===== src/hdl/u8d_pkg.sv =====
package u8d_pkg;

  // Decoder state carried from one byte to the next.
  typedef struct packed {
    logic [31:0] acc;
    logic [2:0]  owed;
    logic [3:0]  taken;
  } u8d_state_t;

  // One decoded character, qualified by valid.
  typedef struct packed {
    logic        valid;
    logic [31:0] code_point;
    logic [3:0]  byte_count;
    logic        truncated;
  } u8d_result_t;

  localparam u8d_state_t U8D_IDLE = '{acc: 32'd0, owed: 3'd0, taken: 4'd0};

  // Number of leading ones in a byte, 0 to 8.
  function automatic logic [3:0] lead_ones(input logic [7:0] b);
    logic [3:0] n;
    casez (b)
      8'b0???????: n = 4'd0;
      8'b10??????: n = 4'd1;
      8'b110?????: n = 4'd2;
      8'b1110????: n = 4'd3;
      8'b11110???: n = 4'd4;
      8'b111110??: n = 4'd5;
      8'b1111110?: n = 4'd6;
      8'b11111110: n = 4'd7;
      default:     n = 4'd8;
    endcase
    return n;
  endfunction

endpackage


===== src/hdl/u8d_step.sv =====
module u8d_step
  import u8d_pkg::*;
(
  input  logic [7:0]  data_byte,
  input  logic        buffer_end,
  input  u8d_state_t  state,
  output u8d_state_t  state_nxt,
  output u8d_result_t result
);

  logic [3:0]  ones;
  logic [2:0]  lead_owed;
  logic [7:0]  lead_payload;
  logic [31:0] acc_shift;
  logic [3:0]  taken_inc;
  logic [2:0]  owed_dec;

  // Lead byte analysis: owed bytes and the payload bits it keeps.
  assign ones         = lead_ones(data_byte);
  assign lead_owed    = (ones >= 4'd2) ? 3'(ones - 4'd1) : 3'd0;
  assign lead_payload = data_byte & (8'h3F >> lead_owed);

  // Following byte: shift six bits into the accumulator.
  assign acc_shift = {state.acc[25:0], data_byte[5:0]};
  assign taken_inc = state.taken + 4'd1;
  assign owed_dec  = state.owed - 3'd1;

  // Next state and the result of this byte.
  always_comb begin
    state_nxt = state;
    result    = '{valid: 1'b0, code_point: 32'd0, byte_count: 4'd1, truncated: 1'b0};
    if (state.owed == 3'd0) begin
      if (!data_byte[7]) begin
        result.valid      = 1'b1;
        result.code_point = {24'd0, data_byte};
      end else if (lead_owed == 3'd0) begin
        result.valid      = 1'b1;
        result.code_point = {24'd0, lead_payload};
      end else if (buffer_end) begin
        result.valid     = 1'b1;
        result.truncated = 1'b1;
        state_nxt        = U8D_IDLE;
      end else begin
        state_nxt = '{acc: {24'd0, lead_payload}, owed: lead_owed, taken: 4'd1};
      end
    end else begin
      if (owed_dec == 3'd0) begin
        result.valid      = 1'b1;
        result.code_point = acc_shift;
        result.byte_count = taken_inc;
        state_nxt         = U8D_IDLE;
      end else if (buffer_end) begin
        result.valid      = 1'b1;
        result.byte_count = taken_inc;
        result.truncated  = 1'b1;
        state_nxt         = U8D_IDLE;
      end else begin
        state_nxt = '{acc: acc_shift, owed: owed_dec, taken: taken_inc};
      end
    end
  end

endmodule


===== src/hdl/utf8_stream_code_point_decoder_core.sv =====
// UTF-8 byte stream decoder: takes one byte per cycle and delivers one code point per
// finished character, with the byte count and a truncation flag when a buffer ends
// while continuation bytes are still owed. A byte is taken in every cycle while the
// result side keeps up; a result is registered after its last byte is accepted (the
// byte sits in the input register, then the result register loads). The accumulator
// and owed-byte count update as each byte moves on, setting the one-byte-per-cycle rate.
module utf8_stream_code_point_decoder_core
  import u8d_pkg::*;
(
  input  logic        clk,
  input  logic        rst_n,
  input  logic        in_valid,
  output logic        in_stall,
  input  logic [7:0]  in_data_byte,
  input  logic        in_buffer_end,
  output logic        out_valid,
  input  logic        out_stall,
  output logic [31:0] out_code_point,
  output logic [3:0]  out_byte_count,
  output logic        out_truncated
);

  logic        s1_valid_r, s1_valid_nxt;
  logic [7:0]  s1_byte_r;
  logic        s1_end_r;
  u8d_state_t  state_r, state_nxt;
  u8d_result_t result;
  logic        out_valid_r, out_valid_nxt;
  logic [31:0] out_code_point_r;
  logic [3:0]  out_byte_count_r;
  logic        out_truncated_r;
  logic        out_free, s1_go, in_take;

  u8d_step u_step (
    .data_byte  (s1_byte_r),
    .buffer_end (s1_end_r),
    .state      (state_r),
    .state_nxt  (state_nxt),
    .result     (result)
  );

  // Handshake: a held byte moves on unless it has a result and the result slot is full.
  assign out_free = !out_valid_r || !out_stall;
  assign s1_go    = s1_valid_r && (!result.valid || out_free);
  assign in_stall = s1_valid_r && !s1_go;
  assign in_take  = in_valid && !in_stall;

  assign s1_valid_nxt  = in_take ? 1'b1 : (s1_go ? 1'b0 : s1_valid_r);
  assign out_valid_nxt = (s1_go && result.valid) ? 1'b1 : (out_free ? 1'b0 : out_valid_r);

  // Control registers.
  always_ff @(posedge clk) begin
    if (!rst_n) begin
      s1_valid_r  <= 1'b0;
      out_valid_r <= 1'b0;
      state_r     <= U8D_IDLE;
    end else begin
      s1_valid_r  <= s1_valid_nxt;
      out_valid_r <= out_valid_nxt;
      if (s1_go) begin
        state_r <= state_nxt;
      end
    end
  end

  // Input register payload.
  always_ff @(posedge clk) begin
    if (in_take) begin
      s1_byte_r <= in_data_byte;
      s1_end_r  <= in_buffer_end;
    end
  end

  // Result register payload.
  always_ff @(posedge clk) begin
    if (s1_go && result.valid) begin
      out_code_point_r <= result.code_point;
      out_byte_count_r <= result.byte_count;
      out_truncated_r  <= result.truncated;
    end
  end

  assign out_valid      = out_valid_r;
  assign out_code_point = out_code_point_r;
  assign out_byte_count = out_byte_count_r;
  assign out_truncated  = out_truncated_r;

endmodule

===== config.mk =====
export PLATFORM = sky130hd
export DESIGN_NAME = utf8_stream_code_point_decoder_core
export DESIGN_NICKNAME = d
export VERILOG_FILES = /design/src/hdl/u8d_pkg.sv /design/src/hdl/u8d_step.sv /design/src/hdl/utf8_stream_code_point_decoder_core.sv
export SDC_FILE = /design/constraint.sdc
export NUM_CORES = 1
export LEC_CHECK = 0
export ABC_AREA = 0
export BUFFER_PORTS_ARGS = -buffer_cell sky130_fd_sc_hd__buf_2
export CAP_MARGIN = 10
export CORE_ASPECT_RATIO = 0.8
export CORE_MARGIN = 1
export CORE_UTILIZATION = 56
export CTS_CLUSTER_SIZE = 24
export DETAILED_ROUTE_END_ITERATION = 8
export PLACE_DENSITY = 0.79
export REMOVE_ABC_BUFFERS = 1
export SETUP_SLACK_MARGIN = 0.2
export SLEW_MARGIN = 20
export SYNTH_ARGS = -nofsm -noshare
export SYNTH_HDL_FRONTEND = slang
export SYNTH_SLANG_ARGS = --single-unit

===== constraint.sdc =====
create_clock -name clk -period 5.7 [get_ports clk]
set_input_delay 0.285 -clock clk [delete_from_list [all_inputs] [get_ports clk]]
set_output_delay 0.285 -clock clk [all_outputs]
set_load 0.005 [all_outputs]

Word-level counts from Yosys, hierarchy flattened
Cells that the tools add are included.

Add/subtract/negate cells: 3. Magnitude comparators: 1. Equality and inequality tests: 9. Multiply operators: 0. Bitwise logic cells: 2. Reduce and logical (&&, ||, !) cells: 17. Shift-type cells: 1. Multiplexer cells: 25. Div/mod/pow operators: 0.

Operators with widths (count): 2-to-1 mux 33 bit (7); 2-to-1 mux 32 bit (1); case mux 4 bit (8 select lines) (1); 2-to-1 mux 15 bit (1); 2-to-1 mux 1 bit (11); logical NOT 3 bit (3); bitwise AND 8 bit (1); equality test 8 bit (second input constant) (1); 2-to-1 mux 8 bit (1); >> shifter 6 x 3 -> 8 bit (first input constant) (1); equality test 7 bit (second input constant) (1); equality test 6 bit (second input constant) (1); subtractor 3 x 1 -> 3 bit (second input constant) (2); equality test 5 bit (second input constant) (1); logical NOT 1 bit (5); 2-to-1 mux 5 bit (1); adder 4 x 1 -> 4 bit (second input constant) (1); equality test 4 bit (second input constant) (1); greater-or-equal comparator 4 x 2 -> 1 bit (second input constant) (1); logical AND 1 bit (4); 2-to-1 mux 4 bit (1); inequality test 2 bit (second input constant) (2); nonzero test 2 bit (2); equality test 3 bit (second input constant) (1); 5 further kinds (6).

Bits in registers: 81. Word-level logic and storage cells: 68. Memory bits (writable): 0. Bits in latches: 0. Input bits: 13. Memories: 0. ROM bits: 0. Output and inout bits: 39.

Logic depth before layout (Yosys ltp)
Gate-level depths: netlist of run 1.

Depth after elaboration: 17. Gate-level depth with buffers: 12. Depth with buffers taken out: 11.

Modules after synthesis
Synthesis of run 1 repeated with hierarchy kept, for this count alone.

Cells, all modules: 413. Area total of the unflattened synthesis: 4352.9 µm².

By module, submodules not included: utf8_stream_code_point_decoder_core (area each 3022.9 µm², instances 1, cells an instance 226, seq. area each 2202.1 µm²); u8d_step (area each 1330.0 µm², instances 1, cells an instance 187, seq. area each 0.0 µm²).

Worst setup path before layout of run 1
OpenSTA, ideal clock, no wires.

Kind: register -> register. Start: reg s1_byte_r[1]. End: reg out_byte_count_r[0], in the netlist out_byte_count[0], enable pin. Buffers on the path: 0. Stages on the path, launching flop included: 12. Library setup time: 444 ps. Data arrival time: 3984 ps. Setup slack: 1273 ps. Required time: 5256 ps. Period minus slack after synthesis: 4427 ps. Path through: edfxtp_1 -> nor2b_1 -> o221ai_1 -> nand2_1 -> nand2_1 -> ha_1 -> inv_1 -> nor2_1 -> a31oi_1 -> a21oi_1 -> or3_1 -> a21oi_1.

Longest elaborated chain between the ends: 12. Elaborated cells on any way between the ends: 14. Classes of those cells: add/sub (1); order compare (1); eq/ne (2); mux (5); reduce/logical (5).

Ends and longest elaborated chain: from (decl) (RTL line utf8_stream_code_point_decoder_core.sv:24) `logic [7:0] s1_byte_r;`; from (signal assigned) (RTL line utf8_stream_code_point_decoder_core.sv:69) `s1_byte_r <= in_data_byte;`; equality test 8 bit or equality test 7 bit (tied branches) (RTL line u8d_pkg.sv:23) `casez (b)`; case mux 4 bit (8 select lines) * (RTL line u8d_pkg.sv:23); greater-or-equal comparator 4 x 2 -> 1 bit or subtractor 3 x 1 -> 3 bit (tied branches) (RTL line u8d_step.sv:20) `assign lead_owed = (ones >= 4'd2) ? 3'(ones - 4'd1) : 3'd0;`; 2-to-1 mux 3 bit * (RTL line u8d_step.sv:20); logical NOT 3 bit * (RTL line u8d_step.sv:36) `end else if (lead_owed == 3'd0) begin`; 2-to-1 mux 1 bit * (RTL line u8d_step.sv:36); 2-to-1 mux 33 bit * (RTL line u8d_step.sv:33) `if (!data_byte[7]) begin`; 2-to-1 mux 33 bit * (RTL line u8d_step.sv:32) `if (state.owed == 3'd0) begin`; logical NOT 1 bit (RTL line utf8_stream_code_point_decoder_core.sv:44) `assign s1_go = s1_valid_r && (!result.valid || out_free);`; logical OR 1 bit (RTL line utf8_stream_code_point_decoder_core.sv:44); logical AND 1 bit (RTL line utf8_stream_code_point_decoder_core.sv:44); logical AND 1 bit * (RTL line utf8_stream_code_point_decoder_core.sv:76) `if (s1_go && result.valid) begin`; to (signal assigned) (RTL line utf8_stream_code_point_decoder_core.sv:78) `out_byte_count_r <= result.byte_count;`; to (decl) (RTL line utf8_stream_code_point_decoder_core.sv:30) `logic [3:0] out_byte_count_r;`.

Every way passes the cells marked *; elsewhere a longest branch is shown, timed or not. A chain may end at the register's enable or synchronous reset.

Final worst setup path of run 1
Start: reg s1_byte_r[1]. End: reg out_code_point_r[10], in the netlist out_code_point[10], enable pin.

Longest elaborated chain between the ends: 12. Elaborated cells on any way between the ends: 14. Classes of those cells: add/sub (1); order compare (1); eq/ne (2); mux (5); reduce/logical (5).

Ends and longest elaborated chain: equality test 8 bit or equality test 7 bit (tied branches) (RTL line u8d_pkg.sv:23); case mux 4 bit (8 select lines) * (RTL line u8d_pkg.sv:23); greater-or-equal comparator 4 x 2 -> 1 bit or subtractor 3 x 1 -> 3 bit (tied branches) (RTL line u8d_step.sv:20); 2-to-1 mux 3 bit * (RTL line u8d_step.sv:20); logical NOT 3 bit * (RTL line u8d_step.sv:36); 2-to-1 mux 1 bit * (RTL line u8d_step.sv:36); 2-to-1 mux 33 bit * (RTL line u8d_step.sv:33); 2-to-1 mux 33 bit * (RTL line u8d_step.sv:32); logical NOT 1 bit (RTL line utf8_stream_code_point_decoder_core.sv:44); logical OR 1 bit (RTL line utf8_stream_code_point_decoder_core.sv:44); logical AND 1 bit (RTL line utf8_stream_code_point_decoder_core.sv:44); logical AND 1 bit * (RTL line utf8_stream_code_point_decoder_core.sv:76); to (signal assigned) (RTL line utf8_stream_code_point_decoder_core.sv:77) `out_code_point_r <= result.code_point;`; to (decl) (RTL line utf8_stream_code_point_decoder_core.sv:29) `logic [31:0] out_code_point_r;`.

Marked as above.

==> results of run 1 <==
[Yosys cell counts]
master | n | area (um^2)
a31o_2 | 1 | 8.760
a21oi_1 | 8 | 40.04
nor3_1 | 1 | 5.000
dfxtp_1 | 35 | 700.7
buf_2 | 6 | 30.03
o22a_1 | 1 | 8.760
a32o_1 | 1 | 10.01
nor2b_1 | 12 | 75.07
and4_1 | 1 | 8.760
nor4_1 | 2 | 12.51
a221oi_4 | 1 | 26.28
o21ai_0 | 33 | 165.2
o221ai_1 | 2 | 17.52
o21ai_1 | 1 | 5.000
o2111ai_1 | 3 | 26.28
o31a_1 | 1 | 8.760
mux2i_1 | 1 | 10.01
xnor2_1 | 1 | 8.760
o211ai_1 | 2 | 15.01
a41o_1 | 2 | 20.02
o211a_1 | 1 | 10.01
nand3_1 | 6 | 30.03
or3_1 | 2 | 12.51
a31oi_1 | 4 | 25.02
clkbuf_1 | 16 | 60.06
a21o_1 | 1 | 7.510
edfxtp_1 | 46 | 1381
ha_1 | 6 | 75.07
o211a_2 | 1 | 10.01
o41ai_2 | 1 | 16.27
and2_1 | 29 | 181.4
o21a_1 | 3 | 22.52
nand2_1 | 52 | 195.2
a21boi_0 | 2 | 15.01
nand4_1 | 24 | 150.1
o22ai_1 | 2 | 12.51
nor2_1 | 7 | 26.28
o21bai_1 | 1 | 7.510
buf_4 | 1 | 7.510
inv_1 | 11 | 41.29
[critical path, stage by stage, from the launching register on]
cell and delay (ps):
edfxtp_1 430, nor2b_1 160, o221ai_1 290, nand2_1 100, nand2_1 100, ha_1 270, inv_1 90, nor2_1 50
a31oi_1 370, a21oi_1 150, or3_1 420, a21oi_4 550, buf_16 240
[report_power, final]
group	switching (mW)	leakage, nW	total, mW	internal [mW]
Combinational	0.0727	0.717	0.112	0.0397
Clock	0.214	0.105	0.434	0.220
Sequential	0.0125	0.721	0.654	0.641
[sequential cells by signal, summed over array words and instances (netlist names)]
register and count:
out_byte_count 4, out_code_point 32, out_truncated 1, out_valid 1, s1_byte_r 8, s1_end_r 1
s1_valid_r 1, state_r 33
[logic make-up after synthesis]
logic type / after synthesis / synth area share
xor+xnor: 1 / 0.002510
fa+ha+maj: 6 / 0.02151
buf+inv: 34 / 0.03980
compound gates: 72 / 0.1370
simple gates: 136 / 0.1997
mux: 1 / 0.002869
flops: 81 / 0.5966
[metal layers]
layer	vias up	wire length, um
met5	-	0
met1	1176	3036
li1	1283	-
met2	83	2856
met3	10	326
met4	0	101
[final cells by class]
class | instances | area, um^2 | area share
sequential | 81 | 2082 | 0.5161
inverter | 11 | 41.29 | 0.01024
clock buffer | 10 | 137.6 | 0.03412
clock inverter | 6 | 75.07 | 0.01861
timing repair buffer | 56 | 316.6 | 0.07847
tap | 81 | 101.3 | 0.02512
multi-input combinational | 216 | 1280 | 0.3173
[stage by stage]
step                instances  power (mW)  worst slack (ps)    util
floorplan                 308      0.7289              1269       -
global placement          443      0.7714              2079  0.6331
detailed placement        443      0.7739              1974  0.6331
CTS                       459       1.200              1951  0.6687
global route              461       1.242              1872  0.6752
finish                    461       1.200              2176  0.6752
[path summary, 6_finish.rpt]
check | cells after the start | endpoint
hold reg to reg | 2 | state_r[28]$_SDFFE_PN0P_
setup / recovery | 12 | out_code_point[10]$_SDFFCE_PP0P_
hold / removal | 1 | s1_byte_r[0]$_DFFE_PP_
setup reg to reg | 12 | out_code_point[10]$_SDFFCE_PP0P_
==> results.toml, run 1 <==
[run_status]
outcome = "completed"

[floorplan]
core_um2 = 5974
dieHeight_um = 72.61
ios = 52
die_w_um = 90.26
std_cell_rows = 25
start_util = 0.5841
dieArea_um2 = 6553

[global_routing]
grt_antenna_before_repair = 0
grt_pass1_vias = 2201
top_usage_layer = "met2"
use_met2 = 0.3240
grt_use_met1 = 0.2600
grt-ovfl-total = 0
grt_pass1_wl_um = 10080
grt_use_met3 = 0.06875
grt_max_degree = 61
track_usage = 0.2031

[timing]
setup_tns_ps = 0
min_period_ps = 3524
worst_pin_slew_ps = 1042
fmax_ghz = 0.2838
holdWs_ps = 101.0
hold_violations = 0
finalSetupViolCount = 0
slew_headroom = 0.3056
finalClockSkew_ps = 9.401
final_max_slew_viol_count = 0
rsz0062_at_grt = "no"
layout_worst_path_cycle_share = 0.6182

[critical_path]
r2r-start = "s1_byte_r[1]$_DFFE_PP_"
cp.required_ps = 5770
crit_fanout = 22
end_kind = "flop"
rrSetupSlack_ps = 2180
cp-startpoint = "s1_byte_r[1]$_DFFE_PP_"
critPathArrivalTime_ps = 3590
crit_path_start_kind = "flop"
criticalPathCategory = "flop to flop"

[placed_design]
gp_congestion = 0.8661
dp_hpwl_um = 4008
io_buffers = 51
place_area_um2 = 3782

[clock_network]
clock_latency_ps = 360
numCtsBuffers = 9
htree_levels = 3
tritoncts = "built"
clk_path_buf_depth = 2
cts_resized = 0
cts_hold_buf = 0
root_buffer = "clkbuf_8"
cts_setup_buffers = 0
cts.sinks = 81
clk_pin_slew_ps = 80

[min_path]
hp-start = "in_data_byte[0]"
hp-class = "input port to flop"

[routing]
ant_nets = 0
wl_per_cell_um = 13.71
drt-initial-drc-count = 174
drc = 0
drt-vias-per-instance = 5.536
vias = 2552
wl_um = 6320
first_pass_iters = 4

[power_and_ir_drop]
ir_drop_mv = 0.1967
p_per_area_nw_per_um2 = 297.4
p_leak_nw = 1.543

[finish]
layout_common_cells = "nand2_1, buf_2, edfxtp_1"
final_common_cell = "nand2_1"
fill_cells = 473
n_antenna_cell = 0
layout.nets = 394
drive_gt1_frac = 0.2026
final_area_um2 = 4034
area_growth_pct = 15.60

[job]
cap_violations = 0

[synthesis]
netlist_area_um2 = 3490
synth_cell_type_count = 40
syn_area_per_cell_um2 = 10.54
ys.warnings.count = 0
synth_seq_area_share = 0.5966
ys_seq_elements = 81
synth_cells = 331
No activity file was read; power rests on OpenSTA's default activity.
==> run 2, diff against run 1 <==
ABC_AREA = 1   (was 0)
CORE_UTILIZATION = 51   (was 56)
PLACE_DENSITY = 0.75   (was 0.79)
clock period = 3.1 ns   (was 5.7 ns; I/O delays follow)
==> run 2 against run 1 <==
Against the previous run: via count rose by 11%; wire length rose by 11%; final cell count rose by 27%; sequential cell count did not move; global-route usage rose by 0.53 points; die area rose by 14%; sequential share of layout area fell by 3.0 points; hold slack got worse by 71 ps; clock skew fell by 0.71 ps; area after synthesis rose by 4.3%; critical endpoint is now in_stall; largest cell class unchanged.
==> results.toml, run 2 <==
[critical_path]
cp_slowest_cell = "edfxtp_1"
crit_path_start_kind = "flop"
slowest_delay_ps = 440
rrSetupSlack_ps = 470
rr_endpoint = "out_code_point[21]$_SDFFCE_PP0P_"
end_kind = "output pin"
critPathArrivalTime_ps = 2490
criticalPathCategory = "flop to output pin"
r2r_cells = 15
cp-startpoint = "s1_byte_r[7]$_DFFE_PP_"
worst-path-buf-inv = 2
crit_end = "in_stall"
cp.depth = 15
r2r-start = "s1_byte_r[7]$_DFFE_PP_"
crit_family = "simple AND/OR/NAND/NOR gates"
cp_common_cell = "nand2_1"
path_cells = "nand2_2, nor2_1, nand2_1, nand2_1, a21oi_1, inv_1, ha_1, nor2_4, nor2_1, nor2_4, nand2_1, nand2_1, nand3_4, nor2_2, buf_2"
crit_fanout = 4
cp.required_ps = 2940

[power_and_ir_drop]
ir_drop_mv = 0.2952
p_leak_nw = 2.001
p_per_area_nw_per_um2 = 537.9

[clock_network]
clock_latency_ps = 360
cts.sinks = 81
htree_levels = 3
tritoncts = "built"
clk_path_buf_depth = 2
numCtsBuffers = 9
root_buffer = "clkbuf_8"
clk_pin_slew_ps = 80

[synthesis]
netlist_area_um2 = 3641
synth_cells = 433
synth_top_area_share = 0.3794
yosysTopAreaCell = "edfxtp_1"
synth_cell_type_count = 28
synth_seq_area_share = 0.5718
ys.warnings.count = 0
ys_top_cells_by_count = "nor2_1, nand2_1, inv_1"
yosys_most_used_dff = "edfxtp_1"
synth_most_common_cell = "nor2_1"
synth_enable_flop_cells = 46
synth_area_leaders = "edfxtp_1, dfxtp_1, nor2_1"
async_flop_share = 0
ys_seq_elements = 81
syn_area_per_cell_um2 = 8.409

[timing]
layout_worst_path_cycle_share = 0.8519
final_max_slew_viol_count = 0
slew_headroom = 0.5656
hold_violations = 0
setup_tns_ps = 0
finalClockSkew_ps = 8.686
rsz0062_at_grt = "no"
worst_pin_slew_ps = 651.6
min_period_ps = 2641
finalSetupViolCount = 0
holdWs_ps = 29.70
fmax_ghz = 0.3786

[routing]
dr_wl_met2_um = 3364
ant_nets = 0
wl_met3_um = 430
wl_per_cell_um = 11.99
drc = 0
first_pass_iters = 4
routed.top_layer = "met4"
wl_um = 7041
drt-initial-drc-count = 181
wl_met1_um = 3176
drt-vias-per-instance = 4.840
vias = 2841

[finish]
layout_common_cells = "nor2_1, nand2_1, inv_1"
largest_register = "state_r"
layout.nets = 514
final_cells = 587
final_common_cell = "nor2_1"
fill_cells = 611
drive_gt1_frac = 0.1800
n_antenna_cell = 0
area_growth_pct = 17.66
final_area_um2 = 4284
largest_reg_flops = 33
finish.utilization = 0.6216

[placed_design]
gp_congestion = 0.8669
dp_cells = 560
io_buffers = 51
place_area_um2 = 3958
dp_hpwl_um = 4749

[global_routing]
grt-ovfl-total = 0
grt_pass1_wl_um = 11890
track_usage = 0.2084
grt_antenna_before_repair = 0
grt_max_degree = 49
grt_pass1_vias = 2648

[floorplan]
die_w_um = 96.47
ios = 52
core_um2 = 6892
start_util = 0.5283
dieHeight_um = 77.58
std_cell_rows = 27
dieArea_um2 = 7483

[min_path]
hp-start = "in_valid"
hp-class = "input port to flop"

[run_status]
outcome = "completed"

[job]
cap_violations = 0
==> run 2: worst min-delay path by stage <==
stage	end	slack [ps]	depth (start not counted)
4_1_cts	s1_valid_r$_SDFFE_PN0P_	6	2
6_report	s1_valid_r$_SDFFE_PN0P_	30	2
5_1_grt	s1_valid_r$_SDFFE_PN0P_	30	2
3_3_place_gp	s1_byte_r[1]$_DFFE_PP_	330	1
2_1_floorplan	s1_byte_r[0]$_DFFE_PP_	250	0
3_5_place_dp	s1_byte_r[5]$_DFFE_PP_	330	1
==> run 2: stage by stage <==
| stage | power (mW) | setup slack, ps |
|---|---|---|
| 6_report | 2.304 | 459.0 |
| 5_1_grt | 2.422 | 208.5 |
| 3_3_place_gp | 1.597 | 451.8 |
| 2_1_floorplan | 1.500 | -628.3 |
| 3_5_place_dp | 1.609 | 350.3 |
| 4_1_cts | 2.312 | 256.9 |
==> run 2: cells by family (layout without fill, tap and decap cells) <==
group | count (synthesis) | in the layout | synth area share
buf+inv | 78 | 145 | 0.09003
xor+xnor | 3 | 3 | 0.007218
flops | 81 | 81 | 0.5718
simple gates | 238 | 238 | 0.2687
compound gates | 27 | 27 | 0.04158
fa+ha+maj | 6 | 6 | 0.02062
==> run 2: routing by layer <==
layer	global-route usage	vias up
met5	0	-
met4	0.05294	0
met3	0.05882	9
met2	0.3352	74
met1	0.2755	1290
li1	-	1468
==> run 2: cell type report <==
class                   count  area [um^2]  share of cell area
multi-input cells         274         1265              0.2953
flip-flops and latches     81         2082              0.4860
inverters                  62        235.2             0.05491
well taps                  87        108.9             0.02541
clock buffers               9        123.9             0.02891
repair buffers             67        414.1             0.09667
clock inverters             7        55.05             0.01285
==> run 2: timing repair <==
item / 4_1_cts / 5_1_grt
setup buffers: 0 / 2
endpoints found under the setup margin: 0 / 71
gates resized for setup: 0 / 6
hold buffers: 9 / 0
hold endpoints to repair: 9 / 0
==> run 2: power by group <==
part | switching (mW) | leakage, nW | internal (mW)
Combinational | 0.238 | 1.18 | 0.126
Sequential | 0.0286 | 0.746 | 1.21
Clock | 0.406 | 0.0741 | 0.294
==> run 3, diff against run 2 <==
CORE_UTILIZATION = 53   (was 51)
CTS_BUF_LIST = sky130_fd_sc_hd__clkbuf_8   (was default)
CTS_CLUSTER_SIZE = 40   (was 24)
PLACE_DENSITY = 0.78   (was 0.75)
SKIP_CTS_REPAIR_TIMING = 1   (was default)
==> run 3 against run 2 <==
Against the previous run: combinational power about the same; final area increased by 0.47%; non-clock buffer count decreased by 2; fmax decreased by 3.8%; final cell count decreased by 0.85%; core utilization increased by 4.0 points; via count increased by 1.0%; clock power increased by 24%; first-iteration DRC count decreased by 4.4%; sequential cell count unchanged; wire length increased by 0.80%; largest cell class unchanged.
==> results.toml, run 3 (synthesis gave the netlist of run 2 again) <==
[clock_network]
cts.sinks = 81
clock_latency_ps = 360
root_buffer = "clkbuf_8"
clk_pin_slew_ps = 80
numCtsBuffers = 9
tritoncts = "built"
clk_path_buf_depth = 2
htree_levels = 3

[global_routing]
grt_pass1_vias = 2613
grt_pass1_wl_um = 11880
grt_antenna_before_repair = 0
grt_max_degree = 49
track_usage = 0.2167
grt-ovfl-total = 0

[critical_path]
slowest_delay_ps = 430
crit_end = "in_stall"
rr_endpoint = "out_code_point[27]$_SDFFCE_PP0P_"
path_cells = "nand2_2, nor2_1, nand2_1, nand2_1, a21oi_1, inv_1, ha_1, nor2_4, nor2_1, nor2_4, nand2_1, nand2_2, nand3_4, nor2_2, buf_2"
crit_family = "simple AND/OR/NAND/NOR gates"
criticalPathCategory = "flop to output pin"
r2r_cells = 15
r2r-start = "s1_byte_r[7]$_DFFE_PP_"
cp_slowest_cell = "edfxtp_1"
end_kind = "output pin"
worst-path-buf-inv = 2
crit_path_start_kind = "flop"
cp-startpoint = "s1_byte_r[7]$_DFFE_PP_"
cp_common_cell = "nand2_1"
crit_fanout = 4
critPathArrivalTime_ps = 2590
rrSetupSlack_ps = 410
cp.depth = 15
cp.required_ps = 2940

[routing]
first_pass_iters = 5
ant_nets = 0
drt-vias-per-instance = 4.931
drc = 0
wl_um = 7097
drt-initial-drc-count = 173
vias = 2870
wl_per_cell_um = 12.19

[min_path]
hp-start = "in_valid"
holdPathStages = 2
hp-class = "input port to flop"

[finish]
n_antenna_cell = 0
drive_gt1_frac = 0.1767
layout_common_cells = "nor2_1, nand2_1, inv_1"
layout.nets = 512
fill_cells = 560
final_common_cell = "nor2_1"
area_growth_pct = 18.21
largest_register = "state_r"
largest_reg_flops = 33

[timing]
finalSetupViolCount = 0
rsz0062_at_grt = "no"
fmax_ghz = 0.3642
worst_pin_slew_ps = 664.9
finalClockSkew_ps = 7.177
layout_worst_path_cycle_share = 0.8858
holdWs_ps = 25.00
min_period_ps = 2746
slew_headroom = 0.5567
hold_violations = 0
final_max_slew_viol_count = 0

[power_and_ir_drop]
p_total_mw = 2.473
p_per_area_nw_per_um2 = 574.6
p_leak_nw = 2.028
ir_drop_mv = 0.3073

[floorplan]
core_um2 = 6506
ios = 52
die_w_um = 94.67
std_cell_rows = 26
start_util = 0.5596
dieArea_um2 = 7207
dieHeight_um = 76.14

[placed_design]
io_buffers = 51
dp_hpwl_um = 4751
gp_congestion = 0.9344

[job]
cap_violations = 0

[run_status]
outcome = "completed"
-- run 3: cell count changes in the layout (fill, tap and decap cells not counted), sizes merged --
cell	before	now
buf	58	56
bufinv	0	2
clkbuf	9	11
clkinvlp	5	1
-- run 3: final cells by class --
class	instances	area, um^2	area share
Sequential cell	81	2082	0.4837
Multi-Input combinational cell	274	1267	0.2945
Timing Repair Buffer	65	382.9	0.08895
Inverter	62	235.2	0.05465
Clock buffer	11	151.4	0.03517
Tap cell	84	105.1	0.02442
Clock inverter	5	80.08	0.01860
-- run 3: worst min-delay path by stage --
stage,to,slack (ps)
6_report,s1_valid_r$_SDFFE_PN0P_,20
3_5_place_dp,s1_end_r$_DFFE_PP_,330
2_1_floorplan,s1_byte_r[0]$_DFFE_PP_,250
4_1_cts,s1_byte_r[2]$_DFFE_PP_,-30
3_3_place_gp,s1_byte_r[3]$_DFFE_PP_,330
5_1_grt,s1_valid_r$_SDFFE_PN0P_,20
-- run 3: power by group --
group	internal [mW]	total (mW)	switching [mW]
Combinational	0.122	0.361	0.239
Sequential	1.21	1.24	0.0295
Clock	0.496	0.871	0.375
Total	1.83	2.47	0.643
-- run 3: routing by layer --
| metal | up-vias | track usage | wire, um |
|---|---|---|---|
| met5 | - | 0 | 0 |
| li1 | 1463 | - | - |
| met3 | 9 | 0.07086 | 343 |
| met4 | 0 | 0.05909 | 87 |
| met2 | 64 | 0.3576 | 3480 |
| met1 | 1334 | 0.2714 | 3186 |
-- run 3: through the flow --
stage               cell area, um^2    util  cells  worst slack, ps  setup TNS (ps)
finish                         4304  0.6615    582            354.0               0
CTS                            4185  0.6433    573            195.7               0
detailed placement             3954  0.6077    557            287.8               0
floorplan                      3548       -    417           -628.3          -23250
global route                   4304  0.6615    582            157.9               0
global placement               3954  0.6077    557            426.3               0
